===== src/sv/amd_pkg.sv =====
package amd_pkg;

  localparam int unsigned CfgIdxW = 3;

  typedef logic [CfgIdxW-1:0] cfg_idx_t;

  localparam cfg_idx_t REG_DEADBAND_XY = 3'd0;
  localparam cfg_idx_t REG_DEADBAND_Z  = 3'd1;
  localparam cfg_idx_t REG_CONFIRM_MS  = 3'd2;
  localparam cfg_idx_t REG_SETTLE_MS   = 3'd3;
  localparam cfg_idx_t REG_REBASE_MS   = 3'd4;

  localparam logic CMD_SAMPLE = 1'b0;
  localparam logic CMD_ACK    = 1'b1;

  localparam logic [15:0] DEADBAND_XY_RST = 16'd1000;
  localparam logic [15:0] DEADBAND_Z_RST  = 16'd1500;
  localparam logic [31:0] CONFIRM_MS_RST  = 32'd3000;
  localparam logic [31:0] SETTLE_MS_RST   = 32'd2000;
  localparam logic [31:0] REBASE_MS_RST   = 32'd10000;

  typedef struct packed {
    logic               cmd;
    logic signed [15:0] accel_x;
    logic signed [15:0] accel_y;
    logic signed [15:0] accel_z;
    logic        [31:0] time_ms;
  } in_t;

  typedef struct packed {
    logic recalib_event;
    logic alert;
    logic moving;
    logic baseline_ready;
  } out_t;

  typedef struct packed {
    logic [15:0] deadband_xy;
    logic [15:0] deadband_z;
    logic [31:0] confirm_ms;
    logic [31:0] settle_ms;
    logic [31:0] rebase_ms;
  } cfg_t;

  typedef struct packed {
    logic signed [15:0] base_x;
    logic signed [15:0] base_y;
    logic signed [15:0] base_z;
    logic               base_valid;
    logic        [31:0] rebase_stamp;
    logic        [31:0] motion_since;
    logic               alert_latched;
  } state_t;

endpackage


===== src/sv/accel_motion_detector.sv =====
// Accelerometer motion detector.
// Input channel (in_valid/in_ready/in_data): one beat per accelerometer
// sample with its millisecond timestamp, or an acknowledge that clears the
// alert (cmd = 1). Result channel (out_valid/out_ready/out_data): exactly one
// beat per input beat, in order, carrying the event, alert, moving and
// baseline flags after that item.
// Configuration channel (cfg_valid/cfg_ready/cfg_index/cfg_data): always
// ready; writes deadbands and time windows. The user must write only while
// the block is idle; the block does not enforce it. The result passes an
// input register, then one pass of subtract/abs/compare logic into the
// result register, which also updates the baseline and motion timer.
// Throughput is one beat per cycle while out_ready is high; on a stall the
// result register holds, and in_ready drops once the input register is full.
// Reset clears the pipeline, the baseline, the motion timer and the alert,
// and restores the configuration defaults.
module accel_motion_detector (
  input  logic                      clk,
  input  logic                      rst_n,
  input  logic                      in_valid,
  output logic                      in_ready,
  input  amd_pkg::in_t              in_data,
  output logic                      out_valid,
  input  logic                      out_ready,
  output amd_pkg::out_t             out_data,
  input  logic                      cfg_valid,
  output logic                      cfg_ready,
  input  logic [amd_pkg::CfgIdxW-1:0] cfg_index,
  input  logic [31:0]               cfg_data
);
  import amd_pkg::*;

  cfg_t   cfg_r;
  state_t st_r, st_nxt;
  in_t    item_r;
  logic   item_vld_r;
  out_t   res_r, res_nxt;
  logic   res_vld_r;
  logic   advance;

  assign cfg_ready = 1'b1;
  assign advance   = item_vld_r && (!res_vld_r || out_ready);
  assign in_ready  = !item_vld_r || advance;
  assign out_valid = res_vld_r;
  assign out_data  = res_r;

  amd_step u_step (
    .item   (item_r),
    .cfg    (cfg_r),
    .st     (st_r),
    .st_nxt (st_nxt),
    .res    (res_nxt)
  );

  always_ff @(posedge clk) begin
    if (!rst_n) begin
      cfg_r.deadband_xy <= DEADBAND_XY_RST;
      cfg_r.deadband_z  <= DEADBAND_Z_RST;
      cfg_r.confirm_ms  <= CONFIRM_MS_RST;
      cfg_r.settle_ms   <= SETTLE_MS_RST;
      cfg_r.rebase_ms   <= REBASE_MS_RST;
    end else if (cfg_valid) begin
      unique case (cfg_index)
        REG_DEADBAND_XY: cfg_r.deadband_xy <= cfg_data[15:0];
        REG_DEADBAND_Z:  cfg_r.deadband_z  <= cfg_data[15:0];
        REG_CONFIRM_MS:  cfg_r.confirm_ms  <= cfg_data;
        REG_SETTLE_MS:   cfg_r.settle_ms   <= cfg_data;
        REG_REBASE_MS:   cfg_r.rebase_ms   <= cfg_data;
        default: ;
      endcase
    end
  end

  always_ff @(posedge clk) begin
    if (!rst_n) begin
      item_vld_r <= 1'b0;
      res_vld_r  <= 1'b0;
      st_r       <= '0;
    end else begin
      if (in_valid && in_ready) begin
        item_vld_r <= 1'b1;
      end else if (advance) begin
        item_vld_r <= 1'b0;
      end
      if (advance) begin
        res_vld_r <= 1'b1;
        st_r      <= st_nxt;
      end else if (out_ready) begin
        res_vld_r <= 1'b0;
      end
    end
  end

  always_ff @(posedge clk) begin
    if (in_valid && in_ready) begin
      item_r <= in_data;
    end
    if (advance) begin
      res_r <= res_nxt;
    end
  end

endmodule


===== src/sv/amd_step.sv =====
module amd_step (
  input  amd_pkg::in_t    item,
  input  amd_pkg::cfg_t   cfg,
  input  amd_pkg::state_t st,
  output amd_pkg::state_t st_nxt,
  output amd_pkg::out_t   res
);
  import amd_pkg::*;

  logic               capture;
  logic               valid_now;
  logic signed [15:0] bx, by, bz;
  logic        [31:0] stamp_now;
  logic signed [16:0] dx, dy, dz;
  logic        [16:0] adx, ady, adz;
  logic               moving;
  logic        [31:0] since_dt, rebase_dt;
  logic               fire;

  always_comb begin
    capture   = !st.base_valid && (item.time_ms >= cfg.settle_ms);
    valid_now = st.base_valid || capture;
    bx        = capture ? item.accel_x : st.base_x;
    by        = capture ? item.accel_y : st.base_y;
    bz        = capture ? item.accel_z : st.base_z;
    stamp_now = capture ? item.time_ms : st.rebase_stamp;

    dx  = 17'(item.accel_x) - 17'(bx);
    dy  = 17'(item.accel_y) - 17'(by);
    dz  = 17'(item.accel_z) - 17'(bz);
    adx = dx[16] ? 17'(-dx) : 17'(dx);
    ady = dy[16] ? 17'(-dy) : 17'(dy);
    adz = dz[16] ? 17'(-dz) : 17'(dz);

    moving = valid_now &&
             ((adx > {1'b0, cfg.deadband_xy}) || (ady > {1'b0, cfg.deadband_xy}) ||
              (adz > {1'b0, cfg.deadband_z}));

    since_dt  = item.time_ms - st.motion_since;
    rebase_dt = item.time_ms - stamp_now;
    fire      = 1'b0;

    st_nxt = st;
    if (item.cmd == CMD_ACK) begin
      st_nxt.alert_latched = 1'b0;
    end else begin
      st_nxt.base_x       = bx;
      st_nxt.base_y       = by;
      st_nxt.base_z       = bz;
      st_nxt.base_valid   = valid_now;
      st_nxt.rebase_stamp = stamp_now;
      if (moving) begin
        // a start time of zero means not armed; arming never fires the alert
        if (st.motion_since == '0) begin
          st_nxt.motion_since = item.time_ms;
        end else if (since_dt >= cfg.confirm_ms && !st.alert_latched) begin
          st_nxt.alert_latched = 1'b1;
          fire                 = 1'b1;
        end
      end else if (valid_now) begin
        st_nxt.motion_since = '0;
        if (rebase_dt >= cfg.rebase_ms) begin
          st_nxt.base_x       = item.accel_x;
          st_nxt.base_y       = item.accel_y;
          st_nxt.base_z       = item.accel_z;
          st_nxt.rebase_stamp = item.time_ms;
        end
      end
    end

    res.recalib_event  = fire;
    res.alert          = st_nxt.alert_latched;
    res.moving         = (item.cmd == CMD_ACK) ? 1'b0 : moving;
    res.baseline_ready = st_nxt.base_valid;
  end

endmodule

===== config.mk =====
export PLATFORM = sky130hd
export DESIGN_NAME = accel_motion_detector
export DESIGN_NICKNAME = d
export VERILOG_FILES = /design/src/sv/amd_pkg.sv /design/src/sv/accel_motion_detector.sv /design/src/sv/amd_step.sv
export SDC_FILE = /design/constraint.sdc
export NUM_CORES = 1
export LEC_CHECK = 0
export BUFFER_PORTS_ARGS = -buffer_cell sky130_fd_sc_hd__buf_2
export CORE_ASPECT_RATIO = 1.1
export CORE_MARGIN = 2
export CORE_UTILIZATION = 45
export CTS_BUF_LIST = sky130_fd_sc_hd__clkbuf_4 sky130_fd_sc_hd__clkbuf_8 sky130_fd_sc_hd__clkbuf_16
export CTS_CLUSTER_DIAMETER = 200
export DETAILED_ROUTE_END_ITERATION = 12
export GPL_ROUTABILITY_DRIVEN = 0
export PLACE_DENSITY_LB_ADDON = 0.2
export SLEW_MARGIN = 20
export SYNTH_ARGS = -nofsm -noshare
export SYNTH_HDL_FRONTEND = slang
export SYNTH_SLANG_ARGS = --single-unit

===== constraint.sdc =====
create_clock -name clk -period 13.8 [get_ports clk]
set_input_delay 2.76 -clock clk [delete_from_list [all_inputs] [get_ports clk]]
set_output_delay 2.76 -clock clk [all_outputs]
set_load 0.05 [all_outputs]

==> results of run 1 <==
[cells by family (layout without fill, tap and decap cells)]
logic type	Yosys count	after routing	synth area share, %
compound gates	590	590	18.7
buf+inv	290	409	5.31
simple gates	801	801	16.1
flops	329	329	33.1
xor+xnor	123	123	4.79
other cells	1	1	0.0167
mux	163	163	7.29
fa+ha+maj	262	262	14.7
[stage by stage]
stage / worst slack [ns] / utilization [%] / total power, mW / hold WS, ns
2_1_floorplan: 6.03 / - / 1.87 / 0.432
3_3_place_gp: 3.62 / 48.2 / 2.10 / 0.440
3_5_place_dp: 3.42 / 48.2 / 2.14 / 0.446
4_1_cts: 3.39 / 50.8 / 3.18 / 0.457
5_1_grt: 2.48 / 50.8 / 3.35 / 0.472
6_report: 3.41 / 50.8 / 3.15 / 0.453
[worst register-to-register path: cells and delay by family (launching register included)]
kind / cells / cell delay, ns
flip-flops: 1 / 0.48
buffers and inverters: 6 / 2.61
adder cells (fa/ha/maj): 4 / 1.15
XOR/XNOR: 1 / 0.14
AND/OR/NAND/NOR: 7 / 1.91
multiplexers: 2 / 0.58
AO/OA/AOI/OAI: 14 / 3.42
[per-layer routing]
metal	part of all wire (%)	GRT usage, %	vias to the layer above
met5	0.11	0	-
met2	49	40.8	365
li1	-	-	9220
met3	4.7	4.16	134
met1	42	26.6	8690
met4	4.8	10.4	10
[sequential cells by signal, summed over array words and instances, names as in the netlist]
signal and flops:
st_r 114, out_valid 1, item_vld_r 1, out_data 4
cfg_r 128, item_r 81
[report_power, final]
group | internal (mW) | switching [mW] | total, mW
clock | 0.608 | 0.417 | 1.03
sequential | 1.03 | 0.0327 | 1.06
combinational | 0.449 | 0.608 | 1.06
[cell usage in the layout, fill, tap and decap left out, types with 74 or more instances in the layout]
| master | synthesis | routed |
|---|---|---|
| nand2_1 | 461 | 461 |
| ha_1 | 257 | 257 |
| dfxtp_1 | 244 | 244 |
| inv_1 | 199 | 199 |
| mux2i_1 | 157 | 157 |
| buf_2 | 1 | 125 |
| a21oi_1 | 112 | 112 |
| a21boi_0 | 101 | 101 |
| nor2_1 | 97 | 96 |
| edfxtp_1 | 85 | 85 |
| xnor2_1 | 77 | 77 |
| a21o_1 | 75 | 75 |
| o21ai_0 | 74 | 74 |
[area by class of cell]
type,instances,share of cell area (%)
sequential,329,29.8
timing repair buffer,141,3.02
multi-input combinational,1940,55.8
inverter,199,3.00
tap,652,3.27
clock buffer,59,4.87
clock inverter,10,0.221
[path summary, 6_finish.rpt]
check / endpoint / slack, ns / depth (start not counted)
setup / recovery: st_r[88] / 3.41 / 34
hold reg to reg: st_r[74] / 0.45 / 2
setup reg to reg: st_r[88] / 3.41 / 34
hold / removal: st_r[74] / 0.45 / 2
[cell usage after synthesis (all sizes together), types with 5 or more instances]
cell type	count
a21o	75
nand2	461
a311oi	5
or2	11
o211a	7
buf	21
or3	10
o21bai	17
o31ai	8
and4	6
clkbuf	70
xnor2	77
nand2b	21
a21boi	102
ha	257
nand3b	5
mux2	6
nor3	28
a211oi	19
a32o	32
a21oi	112
dfxtp	244
a211o	6
fa	5
o211ai	41
xor2	46
a31oi	21
edfxtp	85
o21a	20
or4	5
mux2i	157
and2	17
nor4	15
nor2b	34
o221ai	5
inv	199
and3	15
o31a	5
a221oi	5
nand4	26
a31o	5
nand3	35
nor2	97
o21ai	76
==> results.cfg, run 1 <==
[floorplanning]
start_util_pct = 45.8
dieArea_sq_um = 51800
chipHeight_um = 239
die_width_um = 217
rows = 85
ioPinCount = 128
coreArea_sq_um = 49100

[logic_synthesis]
avgSynthCellArea_sq_um = 8.79
synthCells = 2559
synth_edf_count = 85
yosysTopAreaCellShare_pct = 21.7
syn-cell-area_sq_um = 22500
syn_nets = 2942
seq_area_frac_synth_pct = 33.1
async_reset_ff_share_pct = 0
ys_types = 89
synth_ff_type = dfxtp_1
yosysWarnings = 0
synth_area_leaders = dfxtp_1 22%, ha_1 14%, edfxtp_1 11%, nand2_1 7.7%, mux2i_1 7.0%
ys_seq_elements = 329
synth_area_leader_cell = dfxtp_1

[clock_network]
cts_hold_buf = 0
cts_inserted_buffers = 39
cts_resized = 0
cts_buffer_depth = 3
path_clk_slew_ns = 0.06
clockRootBuffer = clkbuf_16
cts_tree = built
clock-sinks = 329
clk_latency_ns = 0.56
cts_setup_buffers = 0
htree_levels = 2

[layout]
drive_above_1_share_pct = 9.52
final_cells = 3330
area_growth_pct = 10.8
num_antenna_cells = 0
multi_input_area_sq_um = 13900
stdcell_area_sq_um = 24900
regArea_sq_um = 7440
layout.nets = 3033
fill_cells = 4687

[worst_setup_path]
slowest_delay_ns = 0.81
critical_path.top_delay_family = compound AO/OA/AOI/OAI gates
crit_path_top_delay_cell = a31oi_1
startpoint = item_r[29]
crit_path_end_kind = flop
arrival_ns = 10.86
crit_fanout = 44
path_common_cell = buf_4
startpoint_type = flop
cp_num_buf_inv = 6
path_class = reg2reg
rr_startpoint = item_r[29]
critPathRequiredTime_ns = 14.27

[sta]
min_period_over_period_pct = 75.3
layout_min_cycle_time_ns = 10.39
fmax_mhz = 96.2
rsz0062_at_grt = no
setup_tns_ns = 0
drv_slew = 0
skew_ns = 0.0213
final-setup-viol-count = 0
maxSlewHeadroom_pct = 20.4
hold_viol_final = 0
max_slew.worst_pin.slew_ns = 1.18

[grt]
gr-total-overflow = 0
grt_max_degree = 121
grt_first_pass_wirelength_mm = 94.7
grt_pass1_vias = 18200
grt_use_total_pct = 22.9
antenna_found_initial = 5

[drt]
first_pass_iters = 5
via_per_inst = 5.53
drt_iter0_markers = 943
ant_nets = 0
routed_wl_mm = 59.1
post_drt_wl_per_cell_um = 17.8
vias = 18400
drc = 0

[power_and_ir_drop]
vdd_drop_max_mv = 0.0835
leakage_nw = 10.2
p_per_area_nw_per_um2 = 126

[run]
maxCapViolations = 0

[status]
status = finished clean

[placed_design]
dp_cells = 3261
portBuffers = 126
dp_hpwl_mm = 43.9
placed_area_sq_um = 23700

[min_path]
hold_start = st_r[74]
hp-class = reg2reg
(Power assumes the default switching activity.)
==> inputs of run 2 (changes only) <==
==> constraint.sdc (replaced) <==
create_clock -name clk -period 10.1 [get_ports clk]
set_input_delay 2.02 -clock clk [delete_from_list [all_inputs] [get_ports clk]]
set_output_delay 2.02 -clock clk [all_outputs]
set_load 0.05 [all_outputs]
==> results.cfg, run 2 (synthesis gave the netlist of run 1 again) <==
[status]
status = finished clean

[floorplanning]
dieArea_sq_um = 51800
ioPinCount = 128
rows = 85
start_util_pct = 45.8
chipHeight_um = 239
coreArea_sq_um = 49100
die_width_um = 217

[drt]
drc = 0
via_per_inst = 5.55
drt_iter0_markers = 976
ant_nets = 0
vias = 18500
post_drt_wl_per_cell_um = 17.9
first_pass_iters = 5
routed_wl_mm = 59.6

[worst_setup_path]
arrival_ns = 9.38
slowest_delay_ns = 0.49
crit_path_top_delay_cell = or3_1
startpoint_type = flop
critPathRequiredTime_ns = 10.58
r2r_cells = 34
crit_fanout = 27
path_class = reg2reg
crit_path_end_kind = flop

[layout]
layout.nets = 3037
largest-register = cfg_r
drive_above_1_share_pct = 9.54
reg.largest.list = cfg_r x128, st_r x114, item_r x81
final_common_cell = nand2_1
fill_cells = 4647
final_cells = 3335
largest_reg_flops = 128
area_growth_pct = 11.1
layout_common_cells = 461 x nand2_1, 257 x ha_1, 244 x dfxtp_1
num_antenna_cells = 0

[clock_network]
cts_tree = built
path_clk_slew_ns = 0.06
cts_buffer_depth = 3
htree_levels = 2
clk_latency_ns = 0.57
cts_inserted_buffers = 39
cts_resized = 0
clock-sinks = 329
cts_setup_buffers = 0
cts_hold_buf = 0
clockRootBuffer = clkbuf_16

[sta]
skew_ns = 0.0230
drv_slew = 0
setup_tns_ns = 0
max_slew.worst_pin.slew_ns = 1.01
fmax_mhz = 112
final-setup-viol-count = 0
maxSlewHeadroom_pct = 31.7
layout_min_cycle_time_ns = 8.90
hold_ws_ns = 0.456
rsz0062_at_grt = no
hold_viol_final = 0
min_period_over_period_pct = 88.1

[power_and_ir_drop]
vdd_drop_max_mv = 0.135
p_per_area_nw_per_um2 = 172
total_power_mw = 4.31
leakage_nw = 10.2

[grt]
grt_use_total_pct = 22.9
grt_max_degree = 127
gr-total-overflow = 0
antenna_found_initial = 5
grt_first_pass_wirelength_mm = 95.2
grt_pass1_vias = 18300

[min_path]
hold_depth = 2
hp-class = reg2reg

[placed_design]
dp_cells = 3265
portBuffers = 126
dp_hpwl_mm = 44.2

[run]
maxCapViolations = 0
## run 2: worst paths after layout
path	from	endpoint	slack (ns)
max	item_r[27]	st_r[34]	1.20
min	st_r[81]	st_r[81]	0.46
max reg2reg	item_r[27]	st_r[34]	1.20
min reg2reg	st_r[81]	st_r[81]	0.46
## run 2: worst max-delay path, delay by kind of cell, from the launching register on
family,cells,cell delay [ns]
multiplexers,2,0.44
AND/OR/NAND/NOR,7,1.80
XOR/XNOR,1,0.15
flip-flops,1,0.47
AO/OA/AOI/OAI,17,3.95
buffers and inverters,3,0.79
adder cells (fa/ha/maj),4,1.20
## run 2: final cells by class
class	count	area [sq um]	area share, %
multi-input combinational	1940	13900	55.6
inverter	199	747	2.99
clock buffer	60	1250	4.99
tap	652	816	3.26
timing repair buffer	145	795	3.18
clock inverter	10	47.5	0.190
sequential	329	7440	29.8
## run 2: power by group
| group | leakage (nW) | internal (mW) | switching [mW] | total (mW) |
|---|---|---|---|---|
| Clock | 0.652 | 0.850 | 0.577 | 1.43 |
| Sequential | 2.81 | 1.41 | 0.0447 | 1.45 |
| Combinational | 6.77 | 0.615 | 0.814 | 1.43 |
| Total | 10.2 | 2.87 | 1.44 | 4.31 |
## run 2: stage by stage
step                      setup WS, ns  utilization, %  cell area (sq um)
final                             1.20            50.9              25000
after global routing             0.485            50.9              25000
after CTS                         1.18            50.9              25000
after detailed placement          1.22            48.2              23700
after global placement            1.57            48.2              23700
after floorplan                   2.33               -              22500
## run 2: metal layers
layer | up-vias | track usage (%) | share of wire (%)
met5 | - | 0 | 0.12
met4 | 10 | 9.76 | 4.3
met3 | 130 | 3.73 | 3.9
met2 | 354 | 41.2 | 49
met1 | 8775 | 26.9 | 42
li1 | 9249 | - | -
==> inputs of run 3 (changes only) <==
--- a/config.mk
+++ b/config.mk
@@ -8,7 +8,7 @@
 export BUFFER_PORTS_ARGS = -buffer_cell sky130_fd_sc_hd__buf_2
 export CORE_ASPECT_RATIO = 1.1
 export CORE_MARGIN = 2
-export CORE_UTILIZATION = 45
+export CORE_UTILIZATION = 37
 export CTS_BUF_LIST = sky130_fd_sc_hd__clkbuf_4 sky130_fd_sc_hd__clkbuf_8 sky130_fd_sc_hd__clkbuf_16
 export CTS_CLUSTER_DIAMETER = 200
 export DETAILED_ROUTE_END_ITERATION = 12
==> results.cfg, run 3 (synthesis gave the netlist of run 1 again) <==
[status]
status = finished clean

[power_and_ir_drop]
intPower_mw = 2.94
leakage_nw = 10.3
switchingPower_mw = 1.47
combPwrFrac_pct = 32.4
vdd_drop_max_mv = 0.116
pwr-share-seq_pct = 33.0
clock_power_share_pct = 34.6
p_per_area_nw_per_um2 = 174
swShare_pct = 33.4

[drt]
via_per_inst = 5.30
ant_nets = 0
post_drt_wl_per_cell_um = 17.4
routed_wl_mm = 60.2
drt_iter0_markers = 1091
first_pass_iters = 7
vias = 18400
drc = 0

[clock_network]
htree_levels = 2
clockRootBuffer = clkbuf_16
cts_buffer_depth = 3
clock-sinks = 329
cts_setup_buffers = 0
cts_hold_buf = 0
path_clk_slew_ns = 0.06
cts_inserted_buffers = 41
cts_resized = 0
clk_latency_ns = 0.58
cts_tree = built

[worst_setup_path]
crit_path_top_delay_cell = a311oi_4
r2r_cells = 33
arrival_ns = 9.61
critPathRequiredTime_ns = 10.61
startpoint_type = flop
crit_path_end_kind = flop
slowest_delay_ns = 0.93
startpoint = item_r[28]
crit_fanout = 47
path_class = reg2reg
rr_startpoint = item_r[28]

[sta]
skew_ns = 0.0286
min_period_over_period_pct = 90.1
max_slew.worst_pin.slew_ns = 1.12
hold_viol_final = 0
maxSlewHeadroom_pct = 24.4
drv_slew = 0
hold_ws_ns = 0.451
fmax_mhz = 110
setup_tns_ns = 0
layout_min_cycle_time_ns = 9.10
rsz0062_at_grt = no
final-setup-viol-count = 0

[floorplanning]
die_width_um = 239
chipHeight_um = 263
start_util_pct = 37.5
coreArea_sq_um = 60000
rows = 94
dieArea_sq_um = 62800
ioPinCount = 128

[placed_design]
dp_hpwl_mm = 45.3
placed_area_sq_um = 23900
portBuffers = 126

[layout]
reg.largest.list = cfg_r x128, st_r x114, item_r x81
area_growth_pct = 12.6
num_antenna_cells = 0
fill_cells = 5975
largest_reg_flops = 128
regArea_sq_um = 7440
largest-register = cfg_r
final_common_cell = nand2_1
layout_common_cells = 461 x nand2_1, 257 x ha_1, 244 x dfxtp_1
stdcell_area_sq_um = 25300
drive_above_1_share_pct = 9.99
layout.nets = 3044
multi_input_area_sq_um = 13900

[run]
maxCapViolations = 0

[grt]
antenna_found_initial = 6
grt_pass1_vias = 18300
gr-total-overflow = 0
grt_max_degree = 223
grt_use_total_pct = 19.1
grt_first_pass_wirelength_mm = 96.5

[min_path]
hp-class = reg2reg
hold_depth = 2
hold_start = st_r[80]
==> run 3: cell count changes in the layout (fill, tap and decap cells not counted), moves of 2 or more <==
| cell | delta |
|---|---|
| buf_12 | +2 |
| clkbuf_4 | -8 |
| inv_6 | +3 |
| clkbuf_8 | +6 |
| clkinv_1 | -2 |
| buf_4 | +3 |
==> run 3: layer usage <==
layer / vias up / track usage [%] / routed length [um]
met5: - / 0 / 69
met4: 12 / 6.35 / 2000
li1: 9259 / - / -
met2: 311 / 34.3 / 29800
met3: 113 / 3.32 / 2450
met1: 8661 / 22.9 / 25900
==> run 3: layout make-up <==
cell class | instances | share of cell area [%]
sequential | 329 | 29.4
tap | 768 | 3.79
timing repair buffer | 150 | 3.39
clock inverter | 16 | 0.509
inverter | 199 | 2.95
multi-input combinational | 1940 | 54.9
clock buffer | 59 | 5.06
==> run 3: critical path: cells and delay by family (launching register included) <==
kind            cells  cell delay (ns)
xor+xnor            1             0.15
buf+inv             2             0.39
flops               1             0.49
compound gates     17             4.55
mux                 2             0.55
fa+ha+maj           4             1.21
simple gates        7             1.63
==> run 3: power by group through the flow <==
stage / clock network [mW] / registers (mW) / logic, mW
final: 1.53 / 1.46 / 1.43
after detailed placement: 0 / 1.49 / 1.42
after global routing: 1.62 / 1.46 / 1.61
after floorplan: 0 / 1.47 / 1.08
after CTS: 1.57 / 1.46 / 1.43
after global placement: 0 / 1.48 / 1.39
==> run 3: through the flow <==
step	utilization, %	setup WS, ns	power, mW	cells
after floorplan	-	2.33	2.56	2559
after global placement	39.9	1.24	2.87	3386
after detailed placement	39.9	1.02	2.91	3386
after CTS	42.2	1.01	4.47	3461
after global routing	42.2	0.300	4.70	3461
final	42.2	1.00	4.41	3461
==> run 3: path summary, 6_finish.rpt <==
kind | slack [ns] | end
worst max-delay path | 1.0 | st_r[110]
worst min-delay path | 0.45 | st_r[80]
worst max register to register | 1.0 | st_r[110]
worst min register to register | 0.45 | st_r[80]
